--- src/rtl/idle_timeout_frame_receiver_unit_assert.svh ---
// ----------------------------------------------------------------------------
// Idle timeout frame receiver assertion macros
// Concurrent assertion shorthands for the frame receiver, clocked on aclk and
// disabled while aresetn is low.
// ----------------------------------------------------------------------------
`ifndef IDLE_TIMEOUT_FRAME_RECEIVER_UNIT_ASSERT_SVH
`define IDLE_TIMEOUT_FRAME_RECEIVER_UNIT_ASSERT_SVH

// Checks that the consequent holds in the same cycle as the antecedent.
`define ITFR_ASSERT_SAME(lbl, ante, cons, msg) \
    lbl: assert property (@(posedge aclk) disable iff (!aresetn) (ante) |-> (cons)) \
        else $error(msg);

// Checks that the consequent holds in the cycle after the antecedent.
`define ITFR_ASSERT_NEXT(lbl, ante, cons, msg) \
    lbl: assert property (@(posedge aclk) disable iff (!aresetn) (ante) |=> (cons)) \
        else $error(msg);

`endif

--- src/rtl/itfr_pkg.sv ---
// ----------------------------------------------------------------------------
// Idle timeout frame receiver package
// Shared types and constants of the frame receiver.
// ----------------------------------------------------------------------------
package itfr_pkg;

    localparam int TIMER_W  = 16;
    localparam int BYTE_W   = 8;
    localparam int LEN_W    = 6;
    localparam int OPCODE_W = 2;
    localparam int CFG_IDX_W = 1;

    localparam logic [TIMER_W-1:0] TIMER_MAX         = '1;
    localparam logic [TIMER_W-1:0] START_TIMEOUT_RST = 16'd1000;
    localparam logic [TIMER_W-1:0] GAP_TIMEOUT_RST   = 16'd20;

    typedef enum logic [OPCODE_W-1:0] {
        OP_TICK  = 2'd0,
        OP_BYTE  = 2'd1,
        OP_REARM = 2'd2
    } opcode_t;

    typedef enum logic [CFG_IDX_W-1:0] {
        CFG_START_TIMEOUT = 1'b0,
        CFG_GAP_TIMEOUT   = 1'b1
    } cfg_index_t;

    typedef enum logic [1:0] {
        PH_WAIT  = 2'd0,
        PH_RECV  = 2'd1,
        PH_DONE  = 2'd2,
        PH_DRAIN = 2'd3
    } phase_t;

endpackage

--- src/rtl/itfr_ram.sv ---
// ----------------------------------------------------------------------------
// Generic single port write, single port read RAM
// One write and one read per cycle; the read data is registered and holds
// its value while no read is issued.
// ----------------------------------------------------------------------------
module itfr_ram #(
    parameter int WIDTH = 8,
    parameter int DEPTH = 32
) (
    input  logic                                      aclk,
    input  logic                                      we,
    input  logic [((DEPTH > 1) ? $clog2(DEPTH) : 1)-1:0] waddr,
    input  logic [WIDTH-1:0]                          wdata,
    input  logic                                      re,
    input  logic [((DEPTH > 1) ? $clog2(DEPTH) : 1)-1:0] raddr,
    output logic [WIDTH-1:0]                          rdata
);

    logic [WIDTH-1:0] mem [DEPTH];
    logic [WIDTH-1:0] rdata_reg;

    always_ff @(posedge aclk) begin
        if (we) begin
            mem[waddr] <= wdata;
        end
        if (re) begin
            rdata_reg <= mem[raddr];
        end
    end

    assign rdata = rdata_reg;

endmodule

--- src/rtl/idle_timeout_frame_receiver_unit.sv ---
// ----------------------------------------------------------------------------
// Idle timeout frame receiver
// A tick that ends the start timeout shows its result in the next cycle.
// Throughput: one input beat per cycle outside a frame drain and while no result beat is stalled on m_ready.
// A drain reads the frame RAM and gives one result beat per cycle while m_ready is high.
// Reset: synchronous, active low; waits for a first byte with default timeouts.
// ----------------------------------------------------------------------------
`include "idle_timeout_frame_receiver_unit_assert.svh"

module idle_timeout_frame_receiver_unit
    import itfr_pkg::*;
#(
    parameter int BUF_LEN = 32
) (
    input  logic                 aclk,
    input  logic                 aresetn,

    input  logic                 cfg_valid,
    output logic                 cfg_ready,
    input  logic [CFG_IDX_W-1:0] cfg_index,
    input  logic [TIMER_W-1:0]   cfg_data,

    input  logic                 s_valid,
    output logic                 s_ready,
    input  logic [OPCODE_W-1:0]  s_opcode,
    input  logic [BYTE_W-1:0]    s_rx_byte,

    output logic                 m_valid,
    input  logic                 m_ready,
    output logic                 m_status,
    output logic [BYTE_W-1:0]    m_frame_byte,
    output logic [LEN_W-1:0]     m_frame_length,
    output logic                 m_last
);

    localparam int CW = $clog2(BUF_LEN + 1);
    localparam int AW = (BUF_LEN > 1) ? $clog2(BUF_LEN) : 1;

    phase_t             phase_reg, phase_next;
    logic [TIMER_W-1:0] start_timeout_reg, gap_timeout_reg;
    logic [TIMER_W-1:0] elapsed_reg, elapsed_next;
    logic [CW-1:0]      count_reg, count_next;
    logic [CW-1:0]      rd_idx_reg, rd_idx_next;
    logic               rd_pend_reg, rd_pend_next;
    logic               pend_last_reg, pend_last_next;

    logic               m_valid_reg, m_valid_next;
    logic               m_status_reg, m_status_next;
    logic [BYTE_W-1:0]  m_frame_byte_reg, m_frame_byte_next;
    logic [LEN_W-1:0]   m_frame_length_reg, m_frame_length_next;
    logic               m_last_reg, m_last_next;

    logic               in_acc, is_tick, is_byte, is_rearm, armed;
    logic [TIMER_W-1:0] elapsed_inc;
    logic               timeout_fire, drain_start, load_now, rd_en, drain_end;
    logic [CW-1:0]      wr_idx;
    logic               wr_en;
    logic [BYTE_W-1:0]  rd_data;

    assign in_acc   = s_valid && s_ready;
    assign is_tick  = s_opcode == OP_TICK;
    assign is_byte  = s_opcode == OP_BYTE;
    assign is_rearm = s_opcode == OP_REARM;
    assign armed    = (phase_reg == PH_WAIT) || (phase_reg == PH_RECV);

    assign elapsed_inc  = (elapsed_reg == TIMER_MAX) ? elapsed_reg : elapsed_reg + 1'b1;
    assign timeout_fire = in_acc && is_tick && (phase_reg == PH_WAIT)
                          && (elapsed_inc >= start_timeout_reg);
    assign drain_start  = in_acc && is_tick && (phase_reg == PH_RECV)
                          && (elapsed_inc >= gap_timeout_reg);

    assign load_now  = rd_pend_reg && (!m_valid_reg || m_ready);
    assign rd_en     = (phase_reg == PH_DRAIN) && (rd_idx_reg != count_reg)
                       && (!rd_pend_reg || load_now);
    assign drain_end = (phase_reg == PH_DRAIN) && (rd_idx_reg == count_reg)
                       && (!rd_pend_reg || load_now);

    assign wr_idx = (phase_reg == PH_WAIT) ? '0 : count_reg;
    assign wr_en  = in_acc && is_byte && armed && (wr_idx < CW'(BUF_LEN));

    assign s_ready   = (phase_reg != PH_DRAIN) && (!m_valid_reg || m_ready);
    assign cfg_ready = 1'b1;

    // Writes happen only while waiting for or receiving a frame and reads only
    // while draining, so the same entry is never written and read in overlapping cycles.
    itfr_ram #(
        .WIDTH(BYTE_W),
        .DEPTH(BUF_LEN)
    ) u_frame_ram (
        .aclk (aclk),
        .we   (wr_en),
        .waddr(wr_idx[AW-1:0]),
        .wdata(s_rx_byte),
        .re   (rd_en),
        .raddr(rd_idx_reg[AW-1:0]),
        .rdata(rd_data)
    );

    always_comb begin
        phase_next = phase_reg;
        unique case (phase_reg)
            PH_WAIT: begin
                if (in_acc && is_byte) begin
                    phase_next = PH_RECV;
                end else if (timeout_fire) begin
                    phase_next = PH_DONE;
                end
            end
            PH_RECV: begin
                if (in_acc && is_rearm) begin
                    phase_next = PH_WAIT;
                end else if (drain_start) begin
                    phase_next = PH_DRAIN;
                end
            end
            PH_DONE: begin
                if (in_acc && is_rearm) begin
                    phase_next = PH_WAIT;
                end
            end
            PH_DRAIN: begin
                if (drain_end) begin
                    phase_next = PH_DONE;
                end
            end
        endcase
    end

    always_comb begin
        elapsed_next        = elapsed_reg;
        count_next          = count_reg;
        rd_idx_next         = rd_idx_reg;
        rd_pend_next        = rd_pend_reg;
        pend_last_next      = pend_last_reg;
        m_valid_next        = m_valid_reg;
        m_status_next       = m_status_reg;
        m_frame_byte_next   = m_frame_byte_reg;
        m_frame_length_next = m_frame_length_reg;
        m_last_next         = m_last_reg;

        if (in_acc && is_rearm) begin
            elapsed_next = '0;
            count_next   = '0;
        end else if (in_acc && is_byte && armed) begin
            elapsed_next = '0;
            count_next   = wr_en ? CW'(wr_idx + 1'b1) : wr_idx;
        end else if (in_acc && is_tick && armed) begin
            elapsed_next = elapsed_inc;
        end

        if (drain_start) begin
            rd_idx_next = '0;
        end else if (rd_en) begin
            rd_idx_next = CW'(rd_idx_reg + 1'b1);
        end

        if (rd_en) begin
            rd_pend_next   = 1'b1;
            pend_last_next = (rd_idx_reg + CW'(1)) == count_reg;
        end else if (load_now) begin
            rd_pend_next = 1'b0;
        end

        if (m_ready) begin
            m_valid_next = 1'b0;
        end
        if (timeout_fire) begin
            m_valid_next        = 1'b1;
            m_status_next       = 1'b1;
            m_frame_byte_next   = '0;
            m_frame_length_next = '0;
            m_last_next         = 1'b1;
        end else if (load_now) begin
            m_valid_next        = 1'b1;
            m_status_next       = 1'b0;
            m_frame_byte_next   = rd_data;
            m_frame_length_next = LEN_W'(count_reg);
            m_last_next         = pend_last_reg;
        end
    end

    always_ff @(posedge aclk) begin
        if (!aresetn) begin
            phase_reg         <= PH_WAIT;
            start_timeout_reg <= START_TIMEOUT_RST;
            gap_timeout_reg   <= GAP_TIMEOUT_RST;
            elapsed_reg       <= '0;
            count_reg         <= '0;
            rd_idx_reg        <= '0;
            rd_pend_reg       <= 1'b0;
            m_valid_reg       <= 1'b0;
        end else begin
            phase_reg   <= phase_next;
            elapsed_reg <= elapsed_next;
            count_reg   <= count_next;
            rd_idx_reg  <= rd_idx_next;
            rd_pend_reg <= rd_pend_next;
            m_valid_reg <= m_valid_next;
            if (cfg_valid && cfg_ready) begin
                unique case (cfg_index)
                    CFG_START_TIMEOUT: start_timeout_reg <= cfg_data;
                    CFG_GAP_TIMEOUT:   gap_timeout_reg   <= cfg_data;
                endcase
            end
        end
    end

    always_ff @(posedge aclk) begin
        pend_last_reg      <= pend_last_next;
        m_status_reg       <= m_status_next;
        m_frame_byte_reg   <= m_frame_byte_next;
        m_frame_length_reg <= m_frame_length_next;
        m_last_reg         <= m_last_next;
    end

    assign m_valid        = m_valid_reg;
    assign m_status       = m_status_reg;
    assign m_frame_byte   = m_frame_byte_reg;
    assign m_frame_length = m_frame_length_reg;
    assign m_last         = m_last_reg;

    `ITFR_ASSERT_SAME(a_no_input_in_drain, phase_reg == PH_DRAIN, !s_ready, "input taken during drain")
    `ITFR_ASSERT_SAME(a_read_in_range, rd_en, rd_idx_reg < count_reg, "drain read past frame")
    `ITFR_ASSERT_SAME(a_count_bound, 1'b1, count_reg <= CW'(BUF_LEN), "stored count over buffer")
    `ITFR_ASSERT_NEXT(a_timeout_result, timeout_fire, m_valid && m_status && m_last, "timeout beat missing")

endmodule
--- config.mk ---
export PLATFORM = sky130hd
export DESIGN_NAME = idle_timeout_frame_receiver_unit
export DESIGN_NICKNAME = d
export VERILOG_FILES = /design/src/rtl/itfr_pkg.sv /design/src/rtl/itfr_ram.sv /design/src/rtl/idle_timeout_frame_receiver_unit.sv
export VERILOG_INCLUDE_DIRS = /design/src /design/src/rtl
export SDC_FILE = /design/constraint.sdc
export NUM_CORES = 1
export LEC_CHECK = 0
export ABC_AREA = 1
export ABC_CLOCK_PERIOD_IN_PS = 7000
export BUFFER_PORTS_ARGS = -buffer_cell sky130_fd_sc_hd__buf_4
export CAP_MARGIN = 20
export CORE_ASPECT_RATIO = 0.5
export CORE_MARGIN = 4
export CORE_UTILIZATION = 50
export CTS_CLUSTER_DIAMETER = 50
export DETAILED_ROUTE_END_ITERATION = 6
export PLACE_DENSITY = 0.75
export REMOVE_ABC_BUFFERS = 1
export SLEW_MARGIN = 20
export SYNTH_ARGS = -nofsm -noshare
export SYNTH_HDL_FRONTEND = slang
export SYNTH_SLANG_ARGS = --single-unit
export TNS_END_PERCENT = 5
--- constraint.sdc ---
create_clock -name aclk -period 7 [get_ports aclk]
set_input_delay 1.05 -clock aclk [delete_from_list [all_inputs] [get_ports aclk]]
set_output_delay 1.05 -clock aclk [all_outputs]
set_load 0.02 [all_outputs]
==> summary.txt <==
Setup path
  • Startpoint Class: flip-flop
  • Crit Path Category: reg2reg
  • Worst R2R Start: elapsed_reg[0]$_SDFFE_PP0P_
  • Critical Path, Cell by Cell: ha_1, nand2_1, nor2_1, nand4_1, nand3_1, xor2_1, inv_1, ha_1, nand4_1, nor3_1, nand2_1, nand2_1, nand2_1, inv_1, a21oi_1
  • Crit-path leading delay family: simple AND/OR/NAND/NOR gates
  • RR Endpoint: m_frame_length[2]$_SDFFE_PP0P_
  • WP data required: 7.43 ns
  • CP max FO: 14
  • Critical path origin: elapsed_reg[0]$_SDFFE_PP0P_
  • Signal arrival time at the worst endpoint: 3.85 ns
  • FF-to-FF setup slack: 3.58 ns
  • Cell mode on critical path: nand2_1
  • Critical Path Max Stage Delay: 0.49 ns
  • Critical Path Slowest Stage Cell: inv_1
  • Worst setup EP type: flip-flop
  • R2R depth: 15
  • Worst path bufs/invs: 2

Logic synthesis
  • Top FF cell, synth: edfxtp_1
  • Post-synthesis cell area: 14900 µm²
  • Synth unique cells: 41
  • Syn avg cell area: 10.7 µm²
  • Synth Warn #: 0
  • XOR/XNOR share of the synthesized area: 1.35%
  • Compound-Gate Fraction of Synth Area: 13.7%
  • Seq/Total Area, Yosys: 64.3%
  • Post-synth top cells: edfxtp_1 (265), nor2_1 (231), o21ai_0 (186)
  • EDFF count, synth: 265
  • Post-Synthesis Cells: 1396
  • Asr flop ratio synth: 0%
  • Post-Synth Simple-Gate Area: 12.5%
  • Top-count cell post-synth: edfxtp_1
  • Largest family of logic cells by synthesized area: compound AO/OA/AOI/OAI gates
  • Main area contributors after synthesis: edfxtp_1 (54%), dfxtp_1 (11%), o21ai_0 (6.3%)
  • Adder-Cell Fraction of Synth Area: 3.20%
  • Yosys top cell by area: edfxtp_1
  • Post-synthesis mux area share: 0%
  • Synth top area share: 53.5%
  • Post-synthesis register bit count: 345

Timing
  • Max Slew Vio Count: 0
  • Tcrit/Tclk final: 48.9%
  • RSZ-0062 raised after global routing: false
  • Rel. slew slack: 31.0%
  • Final hold vios: 0
  • Final Skew: 0.0343 ns
  • FMAX: 0.292 GHz
  • Final TNS setup: 0 ns
  • Minimum clock period: 3.42 ns
  • Worst slew pin tran: 1.03 ns
  • Number of setup violations in the final report: 0

GRT
  • Pin count of the biggest net entering global routing: 100
  • Total congestion overflow: 0
  • First-pass GRT wire length: 54200 µm
  • Vias in the first global route: 10.2k
  • Initial antenna violation count: 0
  • Total global-route track usage: 20.9%

Power and ir drop
  • Internal power component: 0.00346 W
  • Leak Pwr: 6.07 nW
  • Combinational Power Share: 10.1%
  • Psw: 0.00107 W
  • PwrDens: 274 nW/µm²
  • Switching part of the total: 23.6%
  • Sequential Power Share: 51.3%
  • Clock power frac: 38.6%
  • Pwr Total: 0.00453 W
  • Worst VDD drop: 0.000199 V

Clocking
  • H-tree depth: 1
  • Hold buffers post-CTS: 0
  • CTS root buf: clkbuf_16
  • CTS tree: yes
  • Clock Path Buffers: 3
  • Post-CTS setup buffer count: 0
  • Clk Latency, worst-skew pair: 0.57 ns
  • # clock sinks: 345
  • Clock Pin Slew Worst Setup and Hold Paths: 0.07 ns
  • Post-CTS Resized: 0
  • CTS Buf Count: 30

Layout
  • Layout cells sized above 1: 8.69%
  • Max reg flops: 256
  • N_diodes: 0
  • # fillers: 2294
  • Post-layout nets: 1485
  • Area growth syn-to-layout: 11.2%
  • Largest register by flop count: u_frame_ram.mem

Die
  • Die width: 252 µm
  • Num ports: 51
  • Total core area: 29100 µm²
  • Die H: 130 µm
  • Initial Utilization: 51.1%
  • Die area: 32700 µm²
  • # rows: 44

Detailed routing
  • DR iter-0 viols: 1265
  • DR vias: 10.7k
  • Post-route ant nets: 0
  • Drt first pass iters: 6
  • Average vias per placed instance: 5.84
  • Routed wire per std cell: 18.8 µm
  • DRC Markers: 0
  • Final WL: 34400 µm

Place
  • RePlAce Congestion: 0.865
  • DPL Wire Length: 21500 µm
  • IO buf count: 49

Run
  • MaxCap Viol Count: 0

Run status
  • Status: finished, final reports clean

Hold path
  • HP Start: m_frame_length[1]$_SDFFE_PP0P_
  • HP Class: reg2reg
  • Hold Path End: m_frame_length[1]$_SDFFE_PP0P_
  • Worst hold path depth: 2
-- cells in the final DEF, fill, tap and decap left out, drive strengths merged --
| master | n |
|---|---|
| edfxtp | 265 |
| nor2 | 236 |
| o21ai | 192 |
| nand2 | 149 |
| inv | 113 |
| dfxtp | 80 |
| a21oi | 76 |
| buf | 57 |
| o221ai | 52 |
| nand3 | 41 |
| ha | 38 |
| clkbuf | 38 |
| xor2 | 18 |
| o22ai | 12 |
| clkinv | 11 |
| nand4 | 9 |
| a31oi | 9 |
| nor3 | 9 |
| o211ai | 8 |
| bufinv | 6 |
| xnor2 | 4 |
| a211oi | 4 |
| nor4 | 2 |
| clkinvlp | 2 |
| o21bai | 1 |
| nand3b | 1 |
| a22oi | 1 |
| a21o | 1 |
| nor3b | 1 |
| or2 | 1 |
| conb | 1 |
-- power groups by stage --
stage                     Combinational [W]  Clock, W  Sequential (W)
after floorplan                    0.000233         0         0.00240
after global placement             0.000438         0         0.00236
after detailed placement           0.000454         0         0.00237
after CTS                          0.000457   0.00176         0.00232
after global routing               0.000512   0.00186         0.00233
final                              0.000460   0.00175         0.00232
-- per-stage QoR --
step                      cell area, µm²  util (%)  worst slack [ns]  std cells  hold slack, ns
after global routing               16500      56.8              3.11       1829           0.478
after detailed placement           15500      53.2              3.58       1773           0.452
after CTS                          16500      56.7              3.57       1828           0.463
final                              16500      56.8              3.58       1829           0.459
after global placement             15500      53.2              3.69       1773           0.449
after floorplan                    14600         -              1.62       1326           0.435
-- how the worst max path moves through the flow --
stage	to	depth (start not counted)
floorplan	u_frame_ram.rdata[1]$_DFFE_PP_	7
global placement	u_frame_ram.mem[28][2]$_DFFE_PP_	11
detailed placement	u_frame_ram.mem[22][7]$_DFFE_PP_	11
CTS	m_frame_length[2]$_SDFFE_PP0P_	19
global route	m_frame_length[2]$_SDFFE_PP0P_	19
finish	m_frame_length[2]$_SDFFE_PP0P_	15
-- tightest hold or removal path: stages (launching register included) --
cell and delay, ns:
dfxtp_1 0.31, nand2_1 0.06, a21oi_1 0.05
-- layout make-up --
class / instances / area [µm²] / area share (%)
Multi-Input combinational cell: 866 / 4580 / 27.7
Clock inverter: 17 / 235 / 1.42
Clock buffer: 38 / 802 / 4.85
Sequential cell: 345 / 9560 / 57.8
Inverter: 115 / 433 / 2.62
Timing Repair Buffer: 57 / 435 / 2.63
Tap cell: 391 / 489 / 2.96
-- kinds of logic (layout without fill, tap and decap cells) --
family,count (synthesis),after routing
other,1,1
AO/OA/AOI/OAI,356,356
adder cells (fa/ha/maj),38,38
AND/OR/NAND/NOR,449,449
XOR/XNOR,22,22
flip-flops,345,345
buffers and inverters,185,227
-- routing by layer --
metal,wire length (µm),track usage [%],share of wire (%),vias up
met5,0,0,0,-
met4,1050,6.93,3.1,0
met3,3400,4.18,9.9,89
met2,16000,34.9,47,526
met1,14000,27.9,41,5103
li1,-,-,-,4963
(Power assumes the default switching activity.)
